===== src/rtl/datagram_slot_table_age_evict_defines.svh =====
// Assertion macros for the datagram slot table.
// Used by datagram_slot_table_age_evict.sv; expects clk and rst in scope.
`ifndef DATAGRAM_SLOT_TABLE_AGE_EVICT_DEFINES_SVH
`define DATAGRAM_SLOT_TABLE_AGE_EVICT_DEFINES_SVH

// Same-cycle implication, checked outside reset
`define DSTAE_ASSERT_NOW(label, ante, cons, msg) \
  label: assert property (@(posedge clk) disable iff (rst) (ante) |-> (cons)) else $error(msg);

// Next-cycle implication, checked outside reset
`define DSTAE_ASSERT_NEXT(label, ante, cons, msg) \
  label: assert property (@(posedge clk) disable iff (rst) (ante) |=> (cons)) else $error(msg);

`endif


===== src/rtl/dstae_pkg.sv =====
// Package for the datagram slot table: item types, request codes, constants.
// No dependencies; used by datagram_slot_table_age_evict.sv.
`timescale 1ns / 1ps

package dstae_pkg;

  // default table geometry
  localparam int SLOT_COUNT_DEF = 32;
  localparam int SLOT_SIZE_DEF  = 512;

  // fixed constants of the slot format
  localparam int HDR_BYTES  = 48;
  localparam int LEN_PREFIX = 2;
  localparam logic [31:0] AGE_RESET = 32'd10000;
  localparam logic [31:0] STAMP_MAX = 32'hffff_ffff;
  localparam int FIT_MAX   = 63;
  localparam int TOTAL_MAX = 16383;

  // request codes
  localparam logic [1:0] REQ_INSERT = 2'd0;
  localparam logic [1:0] REQ_AGE    = 2'd1;
  localparam logic [1:0] REQ_FIT    = 2'd2;
  localparam logic [1:0] REQ_FIRST  = 2'd3;

  typedef struct packed {
    logic [1:0]  req_type;
    logic [31:0] now_ms;
    logic [15:0] payload_len;
    logic [23:0] buffer_bytes;
  } dstae_in_t;

  typedef struct packed {
    logic [4:0]  slot_index;
    logic        slot_found;
    logic        evicted;
    logic [5:0]  fit_count;
    logic [13:0] total_bytes;
  } dstae_out_t;

endpackage


===== src/rtl/datagram_slot_table_age_evict.sv =====
// Datagram slot table with age-based eviction: insert, age-out, fit query and
// first-occupied lookup over SLOT_COUNT slots. An item is accepted only in
// the idle state, so the next item waits until the last one is through: the
// sequencer walks the stamp and byte-count memories one slot per cycle
// through their single read port, feeding one shared compare unit; the done
// step then updates the table and loads the output register once it is free.
// A result may wait in the output register while the next item is accepted.
// Depends on dstae_pkg and datagram_slot_table_age_evict_defines.svh.
`timescale 1ns / 1ps
`include "datagram_slot_table_age_evict_defines.svh"

module datagram_slot_table_age_evict #(
  parameter int SLOT_COUNT = dstae_pkg::SLOT_COUNT_DEF,
  parameter int SLOT_SIZE  = dstae_pkg::SLOT_SIZE_DEF
) (
  input  logic                  clk,
  input  logic                  rst,
  input  logic                  cfg_wen,
  input  logic [31:0]           cfg_wdata,
  input  logic                  in_valid,
  output logic                  in_ready,
  input  dstae_pkg::dstae_in_t  in_item,
  output logic                  out_valid,
  input  logic                  out_ready,
  output dstae_pkg::dstae_out_t out_item
);
  import dstae_pkg::*;

  localparam int IDX_W   = (SLOT_COUNT > 1) ? $clog2(SLOT_COUNT) : 1;
  localparam int CNT_W   = $clog2(SLOT_COUNT + 1);
  localparam int BYTES_W = $clog2(SLOT_SIZE);
  localparam int TOT_LIM = SLOT_COUNT * (SLOT_SIZE - 2);
  localparam int TOT_W   = $clog2(TOT_LIM + 1);
  localparam int CAP     = SLOT_SIZE - HDR_BYTES - LEN_PREFIX;

  localparam logic [1:0] ST_IDLE = 2'd0;
  localparam logic [1:0] ST_SCAN = 2'd1;
  localparam logic [1:0] ST_DONE = 2'd2;

  // control state
  logic [1:0]            state;
  logic [31:0]           age_limit;
  logic [SLOT_COUNT-1:0] occ;
  logic [TOT_W-1:0]      total;
  logic [CNT_W-1:0]      rd_cnt;
  logic                  s_vld;

  // latched item and scan results
  logic [1:0]         req_q;
  logic [31:0]        now_q;
  logic [15:0]        plen_q;
  logic [23:0]        buf_q;
  logic               pick_found;
  logic [IDX_W-1:0]   pick_idx;
  logic [31:0]        old_stamp;
  logic [IDX_W-1:0]   old_idx;
  logic [BYTES_W-1:0] old_bytes;
  logic [23:0]        used;
  logic [CNT_W-1:0]   fit;
  logic               fit_stop;

  // slot memories and their registered read data
  logic [31:0]        stamp_mem [SLOT_COUNT];
  logic [BYTES_W-1:0] bytes_mem [SLOT_COUNT];
  logic [31:0]        stamp_q;
  logic [BYTES_W-1:0] bytes_q;
  logic [IDX_W-1:0]   s_idx;

  logic               issue;
  logic               occ_cur;
  logic [31:0]        cmp_a;
  logic [31:0]        cmp_b;
  logic               cmp_ge;
  logic [24:0]        fit_sum;
  logic [15:0]        plen_clamp;
  logic [BYTES_W-1:0] new_bytes;
  logic               do_write;
  logic               out_free;
  logic [IDX_W-1:0]   wr_idx;
  logic [TOT_W-1:0]   total_next;
  dstae_out_t         res;

  assign in_ready = (state == ST_IDLE);
  assign issue    = (state == ST_SCAN) && (rd_cnt < CNT_W'(SLOT_COUNT));
  assign occ_cur  = occ[s_idx];
  assign out_free = !out_valid || out_ready;

  // shared compare unit: cmp_a >= cmp_b, operands chosen by request
  assign fit_sum = {1'b0, used} + 25'(bytes_q) + 25'(LEN_PREFIX);
  always_comb begin
    case (req_q)
      REQ_INSERT: begin
        cmp_a = stamp_q;
        cmp_b = old_stamp;
      end
      REQ_AGE: begin
        cmp_a = now_q - stamp_q;
        cmp_b = age_limit;
      end
      REQ_FIT: begin
        cmp_a = 32'(buf_q);
        cmp_b = 32'(fit_sum);
      end
      default: begin
        cmp_a = '0;
        cmp_b = '0;
      end
    endcase
  end
  assign cmp_ge = (cmp_a >= cmp_b);

  // insert data: clamped length, target slot, new total
  assign plen_clamp = (plen_q < 16'(CAP)) ? plen_q : 16'(CAP);
  assign new_bytes  = BYTES_W'(HDR_BYTES) + BYTES_W'(plen_clamp);
  assign do_write   = (req_q == REQ_INSERT) && (plen_q != 16'd0);
  assign wr_idx     = pick_found ? pick_idx : old_idx;
  assign total_next = total - (pick_found ? TOT_W'(0) : TOT_W'(old_bytes))
                    + TOT_W'(new_bytes);

  // result assembly
  always_comb begin
    res = '0;
    case (req_q)
      REQ_INSERT: begin
        if (do_write) begin
          res.slot_index  = 5'(wr_idx);
          res.slot_found  = 1'b1;
          res.evicted     = !pick_found;
          res.total_bytes = (total_next > TOT_W'(TOTAL_MAX)) ? 14'(TOTAL_MAX)
                                                             : 14'(total_next);
        end else begin
          // empty packet leaves the table as it was
          res.total_bytes = (total > TOT_W'(TOTAL_MAX)) ? 14'(TOTAL_MAX) : 14'(total);
        end
      end
      REQ_FIT: begin
        res.fit_count   = (fit > CNT_W'(FIT_MAX)) ? 6'(FIT_MAX) : 6'(fit);
        res.total_bytes = (total > TOT_W'(TOTAL_MAX)) ? 14'(TOTAL_MAX) : 14'(total);
      end
      REQ_FIRST: begin
        res.slot_index  = pick_found ? 5'(pick_idx) : 5'd0;
        res.slot_found  = pick_found;
        res.total_bytes = (total > TOT_W'(TOTAL_MAX)) ? 14'(TOTAL_MAX) : 14'(total);
      end
      default: begin
        res.total_bytes = (total > TOT_W'(TOTAL_MAX)) ? 14'(TOTAL_MAX) : 14'(total);
      end
    endcase
  end

  // slot memories: one write port, one registered read port
  always_ff @(posedge clk) begin
    if (state == ST_DONE && out_free && do_write) begin
      stamp_mem[wr_idx] <= now_q;
      bytes_mem[wr_idx] <= new_bytes;
    end
    if (issue) begin
      stamp_q <= stamp_mem[rd_cnt[IDX_W-1:0]];
      bytes_q <= bytes_mem[rd_cnt[IDX_W-1:0]];
    end
    s_idx <= rd_cnt[IDX_W-1:0];
  end

  // configuration register
  always_ff @(posedge clk) begin
    if (rst) begin
      age_limit <= AGE_RESET;
    end else if (cfg_wen) begin
      age_limit <= cfg_wdata;
    end
  end

  // sequencer, table flags and running total
  always_ff @(posedge clk) begin
    if (rst) begin
      state  <= ST_IDLE;
      occ    <= '0;
      total  <= '0;
      rd_cnt <= '0;
      s_vld  <= 1'b0;
    end else begin
      s_vld <= issue;
      case (state)
        ST_IDLE: begin
          if (in_valid) begin
            state <= ST_SCAN;
            rd_cnt <= '0;
          end
        end
        ST_SCAN: begin
          if (issue) begin
            rd_cnt <= rd_cnt + CNT_W'(1);
          end else begin
            state <= ST_DONE;
          end
          if (s_vld && req_q == REQ_AGE && occ_cur && cmp_ge) begin
            occ[s_idx] <= 1'b0;
            total      <= total - TOT_W'(bytes_q);
          end
        end
        ST_DONE: begin
          if (out_free) begin
            state <= ST_IDLE;
            if (do_write) begin
              occ[wr_idx] <= 1'b1;
              total       <= total_next;
            end
          end
        end
        default: state <= ST_IDLE;
      endcase
    end
  end

  // item latch and per-slot scan bookkeeping
  always_ff @(posedge clk) begin
    if (in_valid && in_ready) begin
      req_q      <= in_item.req_type;
      now_q      <= in_item.now_ms;
      plen_q     <= in_item.payload_len;
      buf_q      <= in_item.buffer_bytes;
      pick_found <= 1'b0;
      pick_idx   <= '0;
      old_stamp  <= STAMP_MAX;
      old_idx    <= '0;
      old_bytes  <= '0;
      used       <= 24'(LEN_PREFIX);
      fit        <= '0;
      fit_stop   <= 1'b0;
    end else if (state == ST_SCAN && s_vld) begin
      case (req_q)
        REQ_INSERT: begin
          if (!pick_found) begin
            if (!occ_cur) begin
              pick_found <= 1'b1;
              pick_idx   <= s_idx;
            end else if (!cmp_ge || s_idx == '0) begin
              // slot 0 always seeds the oldest pick, even with an all-ones stamp
              old_stamp <= stamp_q;
              old_idx   <= s_idx;
              old_bytes <= bytes_q;
            end
          end
        end
        REQ_FIT: begin
          if (occ_cur && !fit_stop) begin
            if (cmp_ge) begin
              fit  <= fit + CNT_W'(1);
              used <= fit_sum[23:0];
            end else begin
              fit_stop <= 1'b1;
            end
          end
        end
        REQ_FIRST: begin
          if (occ_cur && !pick_found) begin
            pick_found <= 1'b1;
            pick_idx   <= s_idx;
          end
        end
        default: ;
      endcase
    end
  end

  // output register
  always_ff @(posedge clk) begin
    if (rst) begin
      out_valid <= 1'b0;
    end else if (state == ST_DONE && out_free) begin
      out_valid <= 1'b1;
    end else if (out_ready) begin
      out_valid <= 1'b0;
    end
  end

  always_ff @(posedge clk) begin
    if (state == ST_DONE && out_free) begin
      out_item <= res;
    end
  end

  // checks
  `DSTAE_ASSERT_NEXT(a_accept_starts_scan, in_valid && in_ready, state == ST_SCAN, "accepted item did not start a scan")
  `DSTAE_ASSERT_NOW(a_result_from_done, $rose(out_valid), $past(state) == ST_DONE, "result loaded outside the done step")
  `DSTAE_ASSERT_NOW(a_total_bounded, 1'b1, total <= TOT_W'(TOT_LIM), "stored byte total beyond table capacity")
  `DSTAE_ASSERT_NOW(a_fit_bounded, state != ST_IDLE, fit <= CNT_W'(SLOT_COUNT), "fit count beyond slot count")
  `DSTAE_ASSERT_NOW(a_evict_has_slot, out_valid && out_item.evicted, out_item.slot_found, "eviction reported without a slot")

endmodule

===== config.mk =====
export PLATFORM = sky130hd
export DESIGN_NAME = datagram_slot_table_age_evict
export DESIGN_NICKNAME = d
export VERILOG_FILES = /design/src/rtl/dstae_pkg.sv /design/src/rtl/datagram_slot_table_age_evict.sv
export VERILOG_INCLUDE_DIRS = /design/src /design/src/rtl
export SDC_FILE = /design/constraint.sdc
export NUM_CORES = 2
export LEC_CHECK = 0
export BUFFER_PORTS_ARGS = -buffer_cell sky130_fd_sc_hd__buf_2
export CAP_MARGIN = 40
export CORE_ASPECT_RATIO = 1.1
export CORE_UTILIZATION = 30
export CTS_CLUSTER_SIZE = 12
export DETAILED_ROUTE_END_ITERATION = 7
export HOLD_SLACK_MARGIN = 0.1
export MAX_ROUTING_LAYER = met4
export PLACE_DENSITY = 0.4
export SYNTH_ARGS = -nofsm -noshare
export SYNTH_HDL_FRONTEND = slang
export SYNTH_SLANG_ARGS = --single-unit

===== constraint.sdc =====
create_clock -name clk -period 5.75 [get_ports clk]
set_input_delay 1.15 -clock clk [delete_from_list [all_inputs] [get_ports clk]]
set_output_delay 1.15 -clock clk [all_outputs]
set_load 0.01 [all_outputs]

==> out/results.ini <==
[layout]
fin_cells=7065
drive_gt1_share_pct=28.14
nets=4226
regArea_um2=47200
num-fill-cells=20725
area_growth_pct=17.67
multiInputGateArea_um2=19110

[setup_path]
r2r_end=used[22]$_SDFFE_PP0P_
reg2reg_slack_ps=300
crit_required_ps=6440
arrival_ps=6140
path_max_fanout=9
start_kind=register
critPathKind=reg2reg
timing.rr.start=bytes_q[3]$_DFFE_PP_
rr_worst_depth=24
cp-end-kind=register
crit_start=bytes_q[3]$_DFFE_PP_

[logic_synthesis]
yosys.area.top_type=edfxtp_1
synth_fp_nets=3884
synth_edf_count=1454
yosysWarnings=0
syn_area_um2=67080
synth.distinct_cells=87
syn_inst=3645
yosysTopAreaCellShare_pct=65.09
avgSynthCellArea_um2=18.40
async_flop_share_pct=0
yosysSeqAreaShare_pct=70.34
synth_ff_type=edfxtp_1
ys_seq_elements=1630
synth_area_leaders=edfxtp_1 (65%), mux4_2 (14%), dfxtp_1 (5.3%)

[pwr]
ir_drop_v=0.0003241
pwr-share-seq_pct=50.8
fin_total_pwr_mw=25.68
p_int_mw=19.97
p_leak_nw=24.26
netSwitchingPower_mw=5.709
p_comb_share_pct=5.2
switching_share_pct=22.23
pwr-share-clk_pct=44.0
powerDensity_nw_per_um2=325.4

[timing]
timing.final.crit_share_pct=94.77
relSlewSlack_pct=35.85
skew_ps=39.81
hold_viol_final=0
setup_viol=0
min_period_ps=5449
tightest_slew_ps=962.2
maxSlewViolCount=0
max_freq_mhz=183.5

[hold_path]
hp-class=reg2reg
whs_path_depth=2
min_to=old_stamp[29]$_SDFFE_PP1P_
hp-start=old_stamp[29]$_SDFFE_PP1P_

[route]
final_antenna_net_count=0
drt_wl_total_um=213800
drt_first_pass_iters=6
drtIter0Drc=3354
vias_per_cell=5.022
routedWlPerCell_um=30.26
vias=35482
drc=0

[floorplan]
die_w_um=452.9
core_area_um2=221700
die_h_um=498.0
ios=140
row_count=181
die_area_um2=225500
initial_core_util_pct=30.26

[clock_network]
h-tree-depth=4
cts.clk_slew.worst_paths_ps=60
root_buffer=clkbuf_16
cts.sinks=1630
hold_buffers=0
numCtsBuffers=182
clockBufferDepth=3
cts_tree=yes
clkLatencyLatePin_ps=840

[placed_design]
dp.cells=6712
io_buffers=139
dpl.hpwl_um=129000
gp_congestion=0.8367

[grt]
antenna_found_initial=13
grt_pass1_vias=36615
grt_pass1_wl_um=296700
grt_usage_pct=19.47
grt_overflow=0
grt_max_degree=102

[status]
status=finished, final reports clean

[job]
cap_viol_max_count=0

synth_stat cells (25+ instances only):
cell type,number
a21oi_1,82
a222oi_1,34
buf_1,29
clkbuf_1,116
dfxtp_1,176
edfxtp_1,1454
ha_1,116
inv_1,118
mux2_2,45
mux2i_1,114
mux4_2,410
nand2_1,132
nand3_1,26
nor2_1,200
nor2b_1,25
nor3_1,26
o21ai_0,69
or2_2,29
xnor2_1,45
xor2_1,40
power groups by stage:
stage	registers, mW	logic [mW]	clock network [mW]
6_report	13.0	1.34	11.3
5_1_grt	13.0	1.46	12.1
4_1_cts	13.1	1.35	11.6
3_5_place_dp	13.3	1.34	0
3_3_place_gp	13.3	1.33	0
2_1_floorplan	13.3	0.824	0
flip-flops by register name, summed over array words and instances, names as in the netlist, 16 cells and up:
register and count:
stamp_mem 1024, bytes_mem 288, age_limit 32, now_q 32, occ 32, old_stamp 32
stamp_q 32, out_item 27, buf_q 24, used 24, plen_q 16
stage by stage:
step | setup slack, ps | utilization, % | hold slack (ps) | setup TNS, ps | cell area, um^2
floorplan | 443.8 | - | 329.0 | 0 | 67080
global route | -0.4774 | 35.60 | 437.0 | -0.4774 | 78930
global placement | -66.70 | 32.67 | 460.2 | -312.4 | 72440
CTS | 12.27 | 35.41 | 405.8 | 0 | 78520
detailed placement | -50.68 | 32.85 | 459.6 | -132.7 | 72830
finish | 300.6 | 35.60 | 478.0 | 0 | 78940
what timing repair did:
action                                  4_1_cts  5_1_grt
endpoints found under the setup margin       23      121
setup buffers                                 0       16
cloned                                        0        3
pin swaps                                     0       29
resized for setup                             1       40
cells in the final DEF (no fill, tap or decap), types with 42 or more instances in the layout:
master	netlist	routed
mux2i_1	114	112
clkbuf_16	0	189
mux2_2	45	45
buf_2	24	138
mux4_2	410	410
dfxtp_1	176	171
edfxtp_1	1454	1454
clkinv_1	1	48
nand2_1	132	131
buf_4	6	156
xnor2_1	45	42
nor2_1	200	167
ha_1	116	107
inv_1	118	116
a21oi_1	82	78
o21ai_0	69	68
worst max-delay path: stages (launching register included):
cell	delay, ps
edfxtp_1	520
ha_1	340
ha_1	310
nor2b_1	150
o21a_1	200
o21ai_2	210
buf_4	140
nand2b_1	50
a21oi_1	240
xnor2_2	170
a222oi_1	110
or2_2	330
ha_1	340
nand4_1	160
nor3_2	220
a31oi_2	130
a311oi_2	340
o21ai_2	140
buf_4	170
a2111oi_4	340
buf_6	190
clkbuf_16	190
nand3_1	100
xor2_1	160
nor2_1	50
per-layer routing:
layer  GRT usage [%]  part of all wire (%)  up-vias
met2           31.91                    50      823
met5               -                     0        -
met1           25.55                    44    19018
met3           2.421                   3.8      235
met4           4.913                   2.2        0
li1                -                     -    15406
area by class of cell:
cell class	instances	share of cell area (%)
flip-flops and latches	1630	59.80
multi-input cells	1713	24.21
clock buffers	232	6.179
well taps	2928	4.641
repair buffers	340	3.554
clock inverters	98	1.024
inverters	120	0.5817
diodes	4	0.01268
worst max-delay path by stage:
stage | slack [ps] | cells after the start | end
3_3_place_gp | -70 | 25 | occ[25]$_SDFFE_PP0P_
3_5_place_dp | -50 | 27 | occ[25]$_SDFFE_PP0P_
5_1_grt | -0.5 | 24 | used[17]$_SDFFE_PP0P_
4_1_cts | 10 | 28 | old_stamp[0]$_SDFFE_PP1P_
6_report | 300 | 24 | used[22]$_SDFFE_PP0P_
2_1_floorplan | 440 | 27 | old_bytes[7]$_SDFFE_PP0P_
kinds of logic after synthesis:
group	after synthesis	synth area share [%]
adders and majority gates	128	2.522
and+or+nand+nor	549	3.950
DFF	1630	70.34
AOI/OAI and AO/OA	382	3.975
xor gates and xnor gates	85	1.110
buffers and inverters	302	1.882
muxes	569	16.22
No activity file was read; power rests on OpenSTA's default activity.
